File: src/design/bcjd_pkg.sv
// Package for the x86 branch/call address decoder.
// Holds the controller state type, the command/status structs, the opcode constants and the mask tables.
// Used by bcjd_ctrl, bcjd_dp and the top level; depends on nothing else.
`timescale 1ns / 1ps
`default_nettype none
package bcjd_pkg;

   localparam int unsigned WINDOW_DEPTH = 5;
   localparam int unsigned FILL_WIDTH   = 3;

   localparam logic [7:0]  OPCODE_MASK   = 8'hFE;
   localparam logic [7:0]  OPCODE_BASE   = 8'hE8;
   localparam logic [31:0] ADDRESS_BIAS  = 32'd5;
   localparam logic [31:0] OPCODE_NONE   = 32'hFFFF_FFFF;
   localparam logic [2:0]  OPERAND_SKIP  = 3'd4;

   typedef enum logic [2:0] {
      ST_IDLE,
      ST_DECIDE,
      ST_ITERATE,
      ST_EMIT,
      ST_FLUSH
   } state_type;

   typedef struct packed {
      logic load;
      logic decide;
      logic iterate;
      logic shift;
      logic clear;
   } cmd_type;

   typedef struct packed {
      logic fill_at_four;
      logic fill_at_one;
      logic convert;
      logic iter_done;
      logic last_pending;
   } status_type;

   function automatic logic is_ms_byte(input logic [7:0] value);
      return (value == 8'h00) || (value == 8'hFF);
   endfunction

   function automatic logic mask_allowed(input logic [2:0] mask);
      logic result;
      unique case (mask)
         3'd0, 3'd1, 3'd2, 3'd4: result = 1'b1;
         default:                result = 1'b0;
      endcase
      return result;
   endfunction

   function automatic logic [1:0] mask_bitnum(input logic [2:0] mask);
      logic [1:0] result;
      unique case (mask)
         3'd0:             result = 2'd0;
         3'd1:             result = 2'd1;
         3'd2, 3'd3:       result = 2'd2;
         default:          result = 2'd3;
      endcase
      return result;
   endfunction

endpackage
`default_nettype wire

File: src/design/bcjd_ctrl.sv
// Controller state machine of the x86 branch/call address decoder.
// Sequences load, decision, operand fix-up iterations and byte emission.
// Depends on bcjd_pkg; drives bcjd_dp through cmd_type and reads status_type.
`timescale 1ns / 1ps
`default_nettype none
module bcjd_ctrl
   import bcjd_pkg::*;
(
   input  wire        clock,
   input  wire        reset,
   input  wire        req_tvalid,
   output logic       req_tready,
   input  wire        req_tlast,
   output logic       rsp_tvalid,
   input  wire        rsp_tready,
   output logic       rsp_tlast,
   input  status_type status,
   output cmd_type    cmd
);

   state_type state_ff;
   state_type state_in;
   logic      req_accept;
   logic      rsp_accept;

   assign req_accept = req_tvalid && (state_ff == ST_IDLE);
   assign rsp_accept = rsp_tready && ((state_ff == ST_EMIT) || (state_ff == ST_FLUSH));

   always_comb begin
      state_in = state_ff;
      unique case (state_ff)
         ST_IDLE: begin
            if (req_accept && status.fill_at_four) begin
               state_in = ST_DECIDE;
            end else if (req_accept && req_tlast) begin
               state_in = ST_FLUSH;
            end
         end
         ST_DECIDE: begin
            state_in = status.convert ? ST_ITERATE : ST_EMIT;
         end
         ST_ITERATE: begin
            if (status.iter_done) begin
               state_in = ST_EMIT;
            end
         end
         ST_EMIT: begin
            if (rsp_accept) begin
               state_in = status.last_pending ? ST_FLUSH : ST_IDLE;
            end
         end
         ST_FLUSH: begin
            if (rsp_accept && status.fill_at_one) begin
               state_in = ST_IDLE;
            end
         end
         default: begin
            state_in = ST_IDLE;
         end
      endcase
   end

   always_comb begin
      req_tready  = 1'b0;
      rsp_tvalid  = 1'b0;
      rsp_tlast   = 1'b0;
      cmd         = '0;
      unique case (state_ff)
         ST_IDLE: begin
            req_tready = 1'b1;
            cmd.load   = req_accept;
         end
         ST_DECIDE: begin
            cmd.decide = 1'b1;
         end
         ST_ITERATE: begin
            cmd.iterate = 1'b1;
         end
         ST_EMIT: begin
            rsp_tvalid = 1'b1;
            cmd.shift  = rsp_accept;
         end
         ST_FLUSH: begin
            rsp_tvalid = 1'b1;
            rsp_tlast  = status.fill_at_one;
            cmd.shift  = rsp_accept;
            cmd.clear  = rsp_accept && status.fill_at_one;
         end
         default: begin
            cmd = '0;
         end
      endcase
   end

   always_ff @(posedge clock) begin
      if (reset) begin
         state_ff <= ST_IDLE;
      end else begin
         state_ff <= state_in;
      end
   end

endmodule
`default_nettype wire

File: src/design/bcjd_dp.sv
// Datapath of the x86 branch/call address decoder.
// Holds the five-byte window, offsets, opcode mask and the operand fix-up subtractor.
// Depends on bcjd_pkg; commanded by bcjd_ctrl.
`timescale 1ns / 1ps
`default_nettype none
module bcjd_dp
   import bcjd_pkg::*;
(
   input  wire         clock,
   input  wire         reset,
   input  wire  [7:0]  req_data,
   input  wire         req_tlast,
   input  cmd_type     cmd,
   output status_type  status,
   output logic [7:0]  rsp_data
);

   logic [7:0]            window_ff [WINDOW_DEPTH];
   logic [7:0]            window_in [WINDOW_DEPTH];
   logic [FILL_WIDTH-1:0] fill_ff, fill_in;
   logic [31:0]           offset_ff, offset_in;
   logic [31:0]           last_op_ff, last_op_in;
   logic [2:0]            recent_ff, recent_in;
   logic [2:0]            skip_ff, skip_in;
   logic                  last_ff, last_in;
   logic [31:0]           src_ff, src_in;
   logic [31:0]           bias_ff, bias_in;
   logic [2:0]            fix_mask_ff, fix_mask_in;

   logic [31:0] op_distance;
   logic        near;
   logic [1:0]  shift_amount;
   logic [2:0]  m_dec;
   logic [7:0]  probe;
   logic        blocked;
   logic        is_opcode;
   logic [31:0] dest;
   logic [7:0]  check_byte;
   logic [31:0] keep_mask;
   logic        iter_done;

   always_comb begin
      op_distance  = offset_ff - last_op_ff;
      near         = (op_distance[31:2] == 30'd0) && (op_distance[1:0] != 2'd0);
      shift_amount = op_distance[1:0] - 2'd1;
      m_dec        = near ? 3'(recent_ff << shift_amount) : 3'd0;
      unique case (mask_bitnum(m_dec))
         2'd1:    probe = window_ff[3];
         2'd2:    probe = window_ff[2];
         2'd3:    probe = window_ff[1];
         default: probe = window_ff[4];
      endcase
      blocked   = (m_dec != 3'd0) && (!mask_allowed(m_dec) || is_ms_byte(probe));
      is_opcode = (window_ff[0] & OPCODE_MASK) == OPCODE_BASE;

      dest = src_ff - bias_ff;
      unique case (mask_bitnum(fix_mask_ff))
         2'd1: begin
            check_byte = dest[23:16];
            keep_mask  = 32'h00FF_FFFF;
         end
         2'd2: begin
            check_byte = dest[15:8];
            keep_mask  = 32'h0000_FFFF;
         end
         default: begin
            check_byte = dest[7:0];
            keep_mask  = 32'h0000_00FF;
         end
      endcase
      iter_done = (fix_mask_ff == 3'd0) || !is_ms_byte(check_byte);
   end

   assign status.fill_at_four = (fill_ff == FILL_WIDTH'(4));
   assign status.fill_at_one  = (fill_ff == FILL_WIDTH'(1));
   assign status.convert      = (skip_ff == 3'd0) && is_opcode && !blocked
                                && is_ms_byte(window_ff[4]);
   assign status.iter_done    = iter_done;
   assign status.last_pending = last_ff;
   assign rsp_data            = window_ff[0];

   always_comb begin
      window_in   = window_ff;
      fill_in     = fill_ff;
      offset_in   = offset_ff;
      last_op_in  = last_op_ff;
      recent_in   = recent_ff;
      skip_in     = skip_ff;
      last_in     = last_ff;
      src_in      = src_ff;
      bias_in     = bias_ff;
      fix_mask_in = fix_mask_ff;

      if (cmd.clear) begin
         for (int i = 0; i < WINDOW_DEPTH; i++) begin
            window_in[i] = 8'd0;
         end
         fill_in    = '0;
         offset_in  = 32'd0;
         last_op_in = OPCODE_NONE;
         recent_in  = 3'd0;
         skip_in    = 3'd0;
         last_in    = 1'b0;
      end else begin
         if (cmd.load) begin
            window_in[fill_ff] = req_data;
            fill_in            = fill_ff + FILL_WIDTH'(1);
            last_in            = req_tlast;
         end
         if (cmd.decide) begin
            if (skip_ff != 3'd0) begin
               skip_in = skip_ff - 3'd1;
            end else if (is_opcode) begin
               last_op_in = offset_ff;
               if (!blocked && is_ms_byte(window_ff[4])) begin
                  src_in      = {window_ff[4], window_ff[3], window_ff[2], window_ff[1]};
                  bias_in     = offset_ff + ADDRESS_BIAS;
                  fix_mask_in = m_dec;
               end else begin
                  recent_in = {m_dec[1:0], 1'b1};
               end
            end
         end
         if (cmd.iterate) begin
            if (iter_done) begin
               window_in[4] = dest[24] ? 8'hFF : 8'h00;
               window_in[3] = dest[23:16];
               window_in[2] = dest[15:8];
               window_in[1] = dest[7:0];
               skip_in      = OPERAND_SKIP;
               recent_in    = fix_mask_ff;
            end else begin
               src_in = dest ^ keep_mask;
            end
         end
         if (cmd.shift) begin
            for (int i = 0; i < WINDOW_DEPTH - 1; i++) begin
               window_in[i] = window_ff[i+1];
            end
            window_in[WINDOW_DEPTH-1] = 8'd0;
            fill_in   = fill_ff - FILL_WIDTH'(1);
            offset_in = offset_ff + 32'd1;
         end
      end
   end

   always_ff @(posedge clock) begin
      if (reset) begin
         for (int i = 0; i < WINDOW_DEPTH; i++) begin
            window_ff[i] <= 8'd0;
         end
         fill_ff    <= '0;
         offset_ff  <= 32'd0;
         last_op_ff <= OPCODE_NONE;
         recent_ff  <= 3'd0;
         skip_ff    <= 3'd0;
         last_ff    <= 1'b0;
      end else begin
         window_ff  <= window_in;
         fill_ff    <= fill_in;
         offset_ff  <= offset_in;
         last_op_ff <= last_op_in;
         recent_ff  <= recent_in;
         skip_ff    <= skip_in;
         last_ff    <= last_in;
      end
      src_ff      <= src_in;
      bias_ff     <= bias_in;
      fix_mask_ff <= fix_mask_in;
   end

endmodule
`default_nettype wire

File: src/design/x86_branch_call_address_decoder_core.sv
// Top level of the x86 branch/call address decoder (BCJ x86, decoding direction).
// Instantiates the controller bcjd_ctrl and the datapath bcjd_dp; depends on bcjd_pkg.
//
//   Channel   Direction  Payload
//   req_*     in         tdata[7:0] = data_byte, tlast = last_byte
//   rsp_*     out        tdata[7:0] = out_byte,  tlast = out_last
//
// One byte is handled at a time. A byte that fills the window passes through accept,
// decide, any operand fix-up iterations of the shared 32-bit subtractor, and emit;
// bytes before the window is full are only accepted.
// A final byte flushes the up to four held bytes at one per cycle while rsp is ready.
// Reset is synchronous and clears the window, offsets and opcode mask.
// A stall on rsp holds the emitted byte and blocks req until it is taken.
`timescale 1ns / 1ps
`default_nettype none
module x86_branch_call_address_decoder_core
   import bcjd_pkg::*;
(
   input  wire        clock,
   input  wire        reset,
   input  wire        req_tvalid,
   output logic       req_tready,
   input  wire  [7:0] req_tdata,   // [7:0] data_byte
   input  wire        req_tlast,
   output logic       rsp_tvalid,
   input  wire        rsp_tready,
   output logic [7:0] rsp_tdata,   // [7:0] out_byte
   output logic       rsp_tlast
);

   cmd_type    cmd;
   status_type status;

   bcjd_ctrl u_ctrl (
      .clock      (clock),
      .reset      (reset),
      .req_tvalid (req_tvalid),
      .req_tready (req_tready),
      .req_tlast  (req_tlast),
      .rsp_tvalid (rsp_tvalid),
      .rsp_tready (rsp_tready),
      .rsp_tlast  (rsp_tlast),
      .status     (status),
      .cmd        (cmd)
   );

   bcjd_dp u_dp (
      .clock     (clock),
      .reset     (reset),
      .req_data  (req_tdata),
      .req_tlast (req_tlast),
      .cmd       (cmd),
      .status    (status),
      .rsp_data  (rsp_tdata)
   );

endmodule
`default_nettype wire

File: config.mk
export PLATFORM = sky130hd
export DESIGN_NAME = x86_branch_call_address_decoder_core
export DESIGN_NICKNAME = d
export VERILOG_FILES = /design/src/design/bcjd_pkg.sv /design/src/design/bcjd_ctrl.sv /design/src/design/bcjd_dp.sv /design/src/design/x86_branch_call_address_decoder_core.sv
export SDC_FILE = /design/constraint.sdc
export NUM_CORES = 1
export LEC_CHECK = 0
export ABC_AREA = 1
export BUFFER_PORTS_ARGS = -buffer_cell sky130_fd_sc_hd__buf_2
export CORE_ASPECT_RATIO = 0.6
export CORE_MARGIN = 1
export CORE_UTILIZATION = 45
export CTS_BUF_LIST = sky130_fd_sc_hd__clkbuf_16
export CTS_CLUSTER_DIAMETER = 30
export DETAILED_ROUTE_END_ITERATION = 10
export GPL_ROUTABILITY_DRIVEN = 0
export PLACE_DENSITY = 0.61
export SLEW_MARGIN = 5
export SYNTH_ARGS = -nofsm -noshare
export SYNTH_HDL_FRONTEND = slang
export SYNTH_SLANG_ARGS = --single-unit
File: constraint.sdc
create_clock -name clock -period 7.6 [get_ports clock]
set_input_delay 0.38 -clock clock [delete_from_list [all_inputs] [get_ports clock]]
set_output_delay 0.38 -clock clock [all_outputs]
set_load 0.05 [all_outputs]
Word-level counts from Yosys, hierarchy flattened
Cells that the tools add are included.

cells by class
  divide/modulo/power cells = 0
  multiplexer cells = 49
  equality and inequality tests = 26
  $lt $le $gt $ge = 2
  bitwise operators = 4
  multiply operators = 0
  reductions and logical operators = 42
  shifts and indexed selects = 1
  add/sub/neg operators = 8

operators by type and width
  cell                                                              count
  32-bit two-way mux                                                8
  40-bit two-way mux                                                2
  32-bit subtractor                                                 2
  3-bit two-way mux                                                 19
  24-bit one-hot mux with 2 select lines                            1
  40-bit bitwise mux                                                1
  32-bit by 1-bit adder with 32-bit output (second input constant)  1
  32-bit by 3-bit adder with 32-bit output (second input constant)  1
  32-bit by 24-bit XOR with 32-bit output                           1
  30-bit zero test                                                  1
  8-bit demux with 3-bit select                                     1
  8-bit == test (second input constant)                             3
  8-bit zero test                                                   3
  8-bit one-hot mux with 3 select lines                             1
  3-bit by 2-bit == test with 1-bit output (second input constant)  6
  8-bit two-way mux                                                 2
  8-bit one-hot mux with 2 select lines                             1
  3-bit one-hot mux with 5 select lines                             1
  3-bit by 1-bit == test with 1-bit output (second input constant)  4
  1-bit logical AND                                                 12
  3-bit zero test                                                   4
  2-bit one-hot mux with 3 select lines                             2
  1-bit two-way mux                                                 10
  3-bit == test (second input constant)                             3
  24 further kinds                                                  42

word-level totals
  memory bits (read-only) = 0
  bits in writable memories = 0
  output and inout port bits = 11
  word-level logic and storage cells = 147
  input port bits = 13
  flip-flop bits (word level) = 184
  memories kept = 0
  bits in latches = 0

Longest topological paths before layout
Gate-level depths: netlist of the first run.

  depth in word-level cells = 21
  depth in mapped cells = 36

Cells and area by module
A second synthesis of the first run with hierarchy kept.

unflattened totals
  cells, all modules = 2132
  area total of the unflattened synthesis = 13580.5 um^2

by module, submodules not included
  module     instances  area each (um^2)  seq. area each (um^2)  cells an instance
  bcjd_dp    1          13215.2           3873.7                 2061
  bcjd_ctrl  1          365.4             60.1                   71

Worst setup path after synthesis of the first run
No wires, ideal clock.

  path kind = flip-flop to flip-flop
  start point = reg u_dp.src_ff[4]
  end point = reg u_dp.src_ff[5], data pin
  library setup time = 249 ps
  data arrival time = 3784 ps
  buffers on the path = 1
  setup slack = 3567 ps
  stages on the path, launching flop included = 34
  period minus slack after synthesis = 4033 ps
  required time = 7351 ps
  cell sequence = edfxtp_1 -> ha_1 -> inv_1 -> nor3_1 -> nand2_1 -> nand2_1 -> a21boi_1 -> o21ai_0 -> a21oi_1 -> o21ai_1 -> nand3_1 -> nand2_1 -> nand3_1 -> nand2_1 -> nand3_1 -> nand2_1 -> nand3_1 -> nand2_1 -> xor2_1 -> inv_1 -> ha_1 -> nor2_1 -> nand2_1 -> o21ai_1 -> nand2_1 -> nor3_1 -> nand2_1 -> nand2_1 -> nand3_2 -> inv_2 -> buf_2 -> nand2_1 -> nand2_1 -> inv_1

on the way
  cells in the longest elaborated chain, start to end = 8
  elaborated cells on any way between the ends = 10
  classes of those cells = add/sub (1); eq/ne (1); mux (3); bitwise (1); reduce/logical (4)

ends and longest elaborated chain
  element                                           line            text
  start: declaration                                bcjd_dp.sv:26   logic [31:0] src_ff, src_in;
  start signal: assignment                          bcjd_dp.sv:167  src_ff <= src_in;
  32-bit subtractor *                               bcjd_dp.sv:56   dest = src_ff - bias_ff;
  8-bit one-hot mux with 2 select lines             bcjd_dp.sv:57   unique case (mask_bitnum(fix_mask_ff))
  8-bit == test or 8-bit zero test (tied branches)  bcjd_pkg.sv:42  return (value == 8'h00) || (value == 8'hFF);
  1-bit logical OR                                  bcjd_pkg.sv:42
  1-bit zero test                                   bcjd_dp.sv:71   iter_done = (fix_mask_ff == 3'd0) || !is_ms_byte(check_byte);
  1-bit logical OR                                  bcjd_dp.sv:71
  32-bit two-way mux *                              bcjd_dp.sv:125  if (iter_done) begin
  32-bit two-way mux *                              bcjd_dp.sv:124  if (cmd.iterate) begin

Every way passes the cells marked *; elsewhere a longest branch is shown, timed or not.
A chain may end at the register's enable or synchronous reset.

Worst setup path after layout of the first run
  start point = reg u_dp.offset_ff[0]
  end point = reg u_dp.src_ff[6], data pin

on the way
  cells in the longest elaborated chain, start to end = 21
  elaborated cells on any way between the ends = 35
  classes of those cells = add/sub (2); eq/ne (8); shift (1); mux (10); reduce/logical (14)

ends and longest elaborated chain
  element                                                                           line                            text
  start: declaration                                                                bcjd_dp.sv:21                   logic [31:0] offset_ff, offset_in;
  start signal: assignment                                                          bcjd_dp.sv:161                  offset_ff <= offset_in;
  32-bit subtractor *                                                               bcjd_dp.sv:43                   op_distance = offset_ff - last_op_ff;
  2-bit by 1-bit subtractor with 2-bit output (tied with other cells)               bcjd_dp.sv:45                   shift_amount = op_distance[1:0] - 2'd1;
  3-bit by 2-bit << shifter with 3-bit output or 1-bit logical AND (tied branches)  bcjd_dp.sv:46, bcjd_dp.sv:44
  3-bit two-way mux *                                                               bcjd_dp.sv:46                   m_dec = near ? 3'(recent_ff << shift_amount) : 3'd0;
  3-bit by 2-bit == test with 1-bit output (on tied branches)                       bcjd_pkg.sv:56, bcjd_pkg.sv:47
  2-bit OR reduction                                                                bcjd_pkg.sv:56                  unique case (mask)
  2-bit one-hot mux with 3 select lines                                             bcjd_pkg.sv:56
  2-bit == test or 2-bit by 1-bit == test with 1-bit output (tied branches)         bcjd_dp.sv:47                   unique case (mask_bitnum(m_dec))
  [... 5 more ...]                                                                  n/a
  1-bit zero test *                                                                 bcjd_dp.sv:115                  if (!blocked && is_ms_byte(window_ff[4])) begin
  1-bit logical AND *                                                               bcjd_dp.sv:115
  32-bit two-way mux *                                                              bcjd_dp.sv:115
  32-bit two-way mux *                                                              bcjd_dp.sv:113                  end else if (is_opcode) begin
  32-bit two-way mux *                                                              bcjd_dp.sv:111                  if (skip_ff != 3'd0) begin
  32-bit two-way mux *                                                              bcjd_dp.sv:110                  if (cmd.decide) begin
  32-bit two-way mux                                                                bcjd_dp.sv:125
  32-bit two-way mux *                                                              bcjd_dp.sv:124

Marks and branches as above.

==> results of run 1 <==
cell usage after synthesis (3+ instances only):
master    instances
xor2_1           54
o21ai_1           7
xnor2_1           6
nor3_1           36
buf_6             3
o21ai_0         101
inv_1           303
inv_2            10
ha_1             73
or2_2             3
mux2i_1          12
nor3_2            3
clkbuf_1         32
dfxtp_1         117
buf_2             6
a21oi_1         110
nand3_1         101
o22ai_1          14
o211ai_1         43
nor2_2            7
nor2_4            3
a21oi_2           3
nand3_2           8
nor2_1          151
nor4_1            5
o21bai_1          4
buf_4            11
nand2_2           4
a21boi_1          6
edfxtp_1         53
a31oi_1          16
nand2_1         513
nand4_1          22
registers in the layout (all words and copies together), names as in the netlist:
name	count
u_dp.bias_ff	25
u_dp.last_op_ff	32
u_ctrl.state_ff	3
u_dp.recent_ff	3
u_dp.window_ff	32
u_dp.rsp_data	8
u_dp.fill_ff	3
u_dp.src_ff	25
u_dp.offset_ff	32
u_dp.last_ff	1
u_dp.fix_mask_ff	3
u_dp.skip_ff	3
metal layers:
layer	vias to the layer above	track usage [%]	share of wire [%]
met5	-	0	0
met4	0	3.87	0.59
met3	20	10.7	13
met2	540	31.9	34
met1	5687	47.5	52
li1	6086	-	-
power by group:
part	switching, W	leakage (nW)	total (W)	internal (W)
combinational	0.000882	4.99	0.00126	0.000381
clock	0.000406	0.275	0.000877	0.000471
sequential	0.000111	1.46	0.00119	0.00108
total	0.00140	6.72	0.00333	0.00193
final cells by class:
| type | count | area, µm² | area share [%] |
|---|---|---|---|
| Multi-Input combinational cell | 1336 | 7170 | 53.2 |
| Sequential cell | 170 | 3930 | 29.2 |
| Inverter | 313 | 1170 | 8.71 |
| Clock buffer | 18 | 450 | 3.34 |
| Tap cell | 360 | 450 | 3.34 |
| Timing Repair Buffer | 32 | 183 | 1.35 |
| Clock inverter | 13 | 120 | 0.891 |
path summary, 6_finish.rpt:
path	to	slack, ns	cells past startpoint
hold reg to reg	u_dp.last_op_ff[29]	0.48	2
hold / removal	u_ctrl.state_ff[0]	0.12	2
setup / recovery	u_dp.src_ff[6]	1.98	31
setup reg to reg	u_dp.src_ff[6]	1.98	31
worst max-delay path, delay by kind of cell, from the launching register on:
kind / cells / cell delay (ns)
and+or+nand+nor: 24 / 2.92
buffers and inverters: 4 / 1.30
adders and majority gates: 2 / 0.62
DFF: 1 / 0.41
AOI/OAI and AO/OA: 1 / 0.13
kinds of logic after synthesis:
family	after synthesis	share of synthesized area, %
compound gates	323	14.9
xor+xnor	60	4.19
fa+ha+maj	75	7.60
buf+inv	365	11.5
flops	170	31.4
mux	12	0.957
simple gates	866	29.5
per-stage QoR:
stage / hold WS [ns] / setup WS, ns / instances / utilization (%)
after floorplan: 0.441 / 3.57 / 1871 / -
after global placement: 0.456 / 2.19 / 2211 / 48.1
after detailed placement: 0.462 / 2.16 / 2211 / 48.1
after CTS: 0.106 / 2.13 / 2242 / 50.2
after global routing: 0.108 / 1.50 / 2242 / 50.2
final: 0.116 / 1.98 / 2242 / 50.2
==> flow_summary.toml, run 1 <==
[cells_and_area]
diodes = 0
fill_cells = 2782
layout_common_cells = "512 x nand2_1, 303 x inv_1, 151 x nor2_1"
syn_to_final_growth_pct = 7.49
nets = 1958
layout_commonest_cell = "nand2_1"
drive_gt1_share_pct = 5.90
stdcell_area_um2 = 13500

[logic_synthesis]
synth_cell_types = 57
yosysWarningCount = 0
syn-instance-count = 1871
syn_area_per_cell_um2 = 6.71
yosysSeqAreaShare_pct = 31.4
syn_area_um2 = 12500
synthTopCellsByArea = "dfxtp_1 19%, nand2_1 15%, edfxtp_1 13%"
syn-num-nets = 1959
synth_edf_count = 53
synth-async-reset-ratio_pct = 0
ys_ff_latch = 170
synth_top_area_share_pct = 18.7
synth_ff_type = "dfxtp_1"
synth_area_leader_cell = "dfxtp_1"

[timing]
relSlewSlack_pct = 29.3
fin_crit_ns = 5.62
skew_ns = 0.0166
tns_ns = 0
worst_slew_pin_slew_ns = 1.06
setup_viol = 0
hold_violations = 0
grt_setup_unrepaired = "no"
min_period_over_period_pct = 74.0
max_freq_mhz = 178
drv_slew = 0

[worst_setup_path]
cp_max_fo = 50
slowest_stage = "inv_2"
start_kind = "flop"
path_common_cell = "nand2_1"
worstSetupStartpoint = "u_dp.offset_ff[0]"
cp.arrival_ns = 5.88
cp-end-kind = "flop"
worst_ep_required_time_ns = 7.86
critPathMaxStageDelay_ns = 0.80
crit_type = "reg -> reg"
worstReg2RegStart = "u_dp.offset_ff[0]"

[flow_run]
drv_cap = 0

[place]
io_buffer_count = 23
hpwl_mm = 32.2
placed_area_um2 = 12900

[floorplan]
start_util_pct = 46.7
rows = 46
fp.dieW_um = 218
coreArea_um2 = 26900
ios = 24
fp.dieH_um = 131
dieArea_um2 = 28600

[clock_network]
clk_pin_slew_ns = 0.07
ctsResizeCount = 0
htreeDepth = 4
cts_num_sinks = 170
clk_latency_ns = 0.46
clockBufferDepth = 2
cts_root_buf = "clkbuf_16"
cts_buffers = 17
postCtsSetupBuffers = 0
hold_buffers = 0
cts_tree = "yes"

[drt]
drt-initial-drc-count = 1627
totalWireLength_mm = 40.2
ant_nets = 0
avgViaCountPerCell = 5.50
drtPass1Iterations = 5
vias = 12300
drc = 0
wl_per_cell_um = 17.9

[global_routing]
grt_pass1_vias = 10600
grt-ovfl-total = 0
antenna_found_initial = 0
grt_usage_pct = 28.2
grt_pass1_wl_mm = 61.6
grt_max_degree = 58

[power_and_ir_drop]
powerDensity_nw_per_um2 = 247
p_leak_nw = 6.72
power_w = 0.00333
peakVddDrop_mv = 0.286

[hold_path]
min-delay-start = "reset"
hp-class = "in -> reg"

[outcome]
status = "completed"
(Power assumes the default switching activity.)
==> inputs of run 2 (changes only) <==
Settings changed: PLACE_DENSITY 0.61 to 0.64.
Clock period 7.6 ns to 5 ns, I/O delays scaled along.
==> run 2 against run 1 <==
Compared with the run above: hold slack got worse by 0.029 ns; wire length fell by 2.1%; die area stayed put; largest power group unchanged; utilization increased by 0.86 points; global-route usage shrank 1.1 points; total power is 54% higher; clock skew shrank 0.0051 ns; via count grew 0.22%; highest routed layer unchanged; critical endpoint is now u_dp.src_ff[12]; sequential cell count unchanged; design area grew 1.7%; combinational power up 57%.
==> flow_summary.toml, run 2 (same netlist as run 1, synthesis figures left out) <==
[worst_setup_path]
worst_ep_required_time_ns = 5.19
cp_max_fo = 28
worstReg2RegStart = "u_dp.offset_ff[0]"
cp.arrival_ns = 4.83
crit_type = "reg -> reg"
start_kind = "flop"
r2r_cells = 26
r2r_slack_ns = 0.36
cp-end-kind = "flop"
r2r_end = "u_dp.src_ff[12]"

[cells_and_area]
layout_commonest_cell = "nand2_1"
nets = 1972
stdcell_area_um2 = 13700
layout_common_cells = "511 x nand2_1, 302 x inv_1, 149 x nor2_1"
syn_to_final_growth_pct = 9.32
largest_registers = "u_dp.last_op_ff: 32 flops, u_dp.offset_ff: 32 flops, u_dp.window_ff: 32 flops"
drive_gt1_share_pct = 6.96
fill_cells = 2694
fin_util_pct = 51.0

[timing]
hold_ws_ns = 0.0867
worst_slew_pin_slew_ns = 1.19
max_freq_mhz = 215
worst_slack_ns = 0.358
grt_setup_unrepaired = "no"
setup_viol = 0
drv_slew = 0
min_period_over_period_pct = 92.8
tns_ns = 0
relSlewSlack_pct = 20.7
hold_violations = 0
skew_ns = 0.0115
fin_crit_ns = 4.64

[clock_network]
htreeDepth = 4
cts_num_sinks = 170
clk_pin_slew_ns = 0.07
cts_buffers = 17
clk_latency_ns = 0.45
cts_root_buf = "clkbuf_16"
clockBufferDepth = 2
cts_tree = "yes"

[global_routing]
antenna_found_initial = 1
grt_pass1_wl_mm = 59.4
grt_pass1_vias = 10400
grt_usage_pct = 27.2
grt-ovfl-total = 0
grt_max_degree = 57

[drt]
ant_nets = 0
vias = 12400
totalWireLength_mm = 39.4
avgViaCountPerCell = 5.47
drc = 0
drtPass1Iterations = 6
wl_per_cell_um = 17.4
drt-initial-drc-count = 1603

[floorplan]
dieArea_um2 = 28600
fp.dieW_um = 218
fp.dieH_um = 131
coreArea_um2 = 26900
ios = 24
rows = 46
start_util_pct = 46.7

[place]
io_buffer_count = 23
hpwl_mm = 31.0
placed_area_um2 = 13000
dp_slack_ns = 0.287

[power_and_ir_drop]
clockPowerShare_pct = 26.1
peakVddDrop_mv = 0.392
powerDensity_nw_per_um2 = 374
seqPwrFrac_pct = 35.3
sw_frac_of_total_pct = 41.7
internal-power_w = 0.00299
p_switching_w = 0.00214
combPwrFrac_pct = 38.6
p_leak_nw = 6.84

[hold_path]
hold_end = "u_dp.last_ff"
min-delay-start = "req_tlast"
hp-class = "in -> reg"
hold_depth = 3

[outcome]
status = "completed"

[flow_run]
drv_cap = 0
==> run 2: worst max path at each step <==
stage / start / end / slack [ns] / cells past startpoint
after detailed placement: u_dp.src_ff[4] / u_dp.window_ff[0] / 0.29 / 29
after floorplan: u_dp.src_ff[4] / u_dp.src_ff[5] / 0.97 / 33
after CTS: u_dp.src_ff[4] / u_dp.window_ff[0] / 0.27 / 29
after global placement: u_dp.src_ff[4] / u_dp.window_ff[15] / 0.31 / 33
final: u_dp.offset_ff[0] / u_dp.src_ff[12] / 0.36 / 26
after global routing: u_dp.src_ff[4] / u_dp.src_ff[10] / 0.005 / 31
==> run 2: metal layers <==
layer / vias to the layer above / GRT usage, % / wire length, µm
li1: 6121 / - / -
met1: 5628 / 45.4 / 20300
met2: 581 / 31.1 / 13600
met3: 30 / 9.61 / 5200
met4: 0 / 4.77 / 289
met5: - / 0 / 0
==> run 2: timing repair <==
action,CTS,global route
buffers inserted,0,0
gates resized for setup,0,13
hold buffers,1,0
hold endpoints to repair,2,0
endpoints found under the setup margin,0,62
==> run 2: worst max-delay path, cell delays in order, from the launching register on <==
cell and delay (ns):
dfxtp_1 0.40, inv_1 0.11, ha_1 0.22, fa_1 0.41
inv_1 0.11, nand2_1 0.09, nand3_2 0.14, nand2_1 0.09
nand2_1 0.20, nand3_1 0.19, nand2_1 0.11, nand2_1 0.05
nand2_1 0.06, nand2_1 0.12, nor2_8 0.25, nand4_2 0.17
nor2_4 0.25, nand3_1 0.10, nand3_1 0.14, nor2_1 0.07
nand2_1 0.08, nor2_1 0.07, nor2_4 0.16, nand3_2 0.14
buf_12 0.21, nor2_1 0.28, o22ai_1 0.14
==> run 2: power groups by stage <==
stage / Sequential (W) / Clock [W] / Combinational (W)
2_1_floorplan: 0.00175 / 0 / 0.00135
3_3_place_gp: 0.00182 / 0 / 0.00187
3_5_place_dp: 0.00183 / 0 / 0.00189
4_1_cts: 0.00180 / 0.00134 / 0.00191
5_1_grt: 0.00182 / 0.00141 / 0.00216
6_report: 0.00181 / 0.00134 / 0.00198
==> run 2: final cells by class <==
| cell class | instances | area (µm²) | area share, % |
|---|---|---|---|
| inverter | 313 | 1180 | 8.59 |
| tap | 360 | 450 | 3.28 |
| clock inverter | 15 | 151 | 1.10 |
| multi-input combinational | 1336 | 7210 | 52.5 |
| sequential | 170 | 3930 | 28.7 |
| clock buffer | 17 | 425 | 3.10 |
| timing repair buffer | 46 | 367 | 2.67 |
| antenna | 1 | 2.50 | 0.0182 |
==> run 2: per-stage QoR <==
| step | total power (W) | instances |
|---|---|---|
| floorplan | 0.00311 | 1871 |
| global placement | 0.00370 | 2222 |
| detailed placement | 0.00372 | 2222 |
| CTS | 0.00505 | 2255 |
| global route | 0.00540 | 2257 |
| finish | 0.00513 | 2258 |
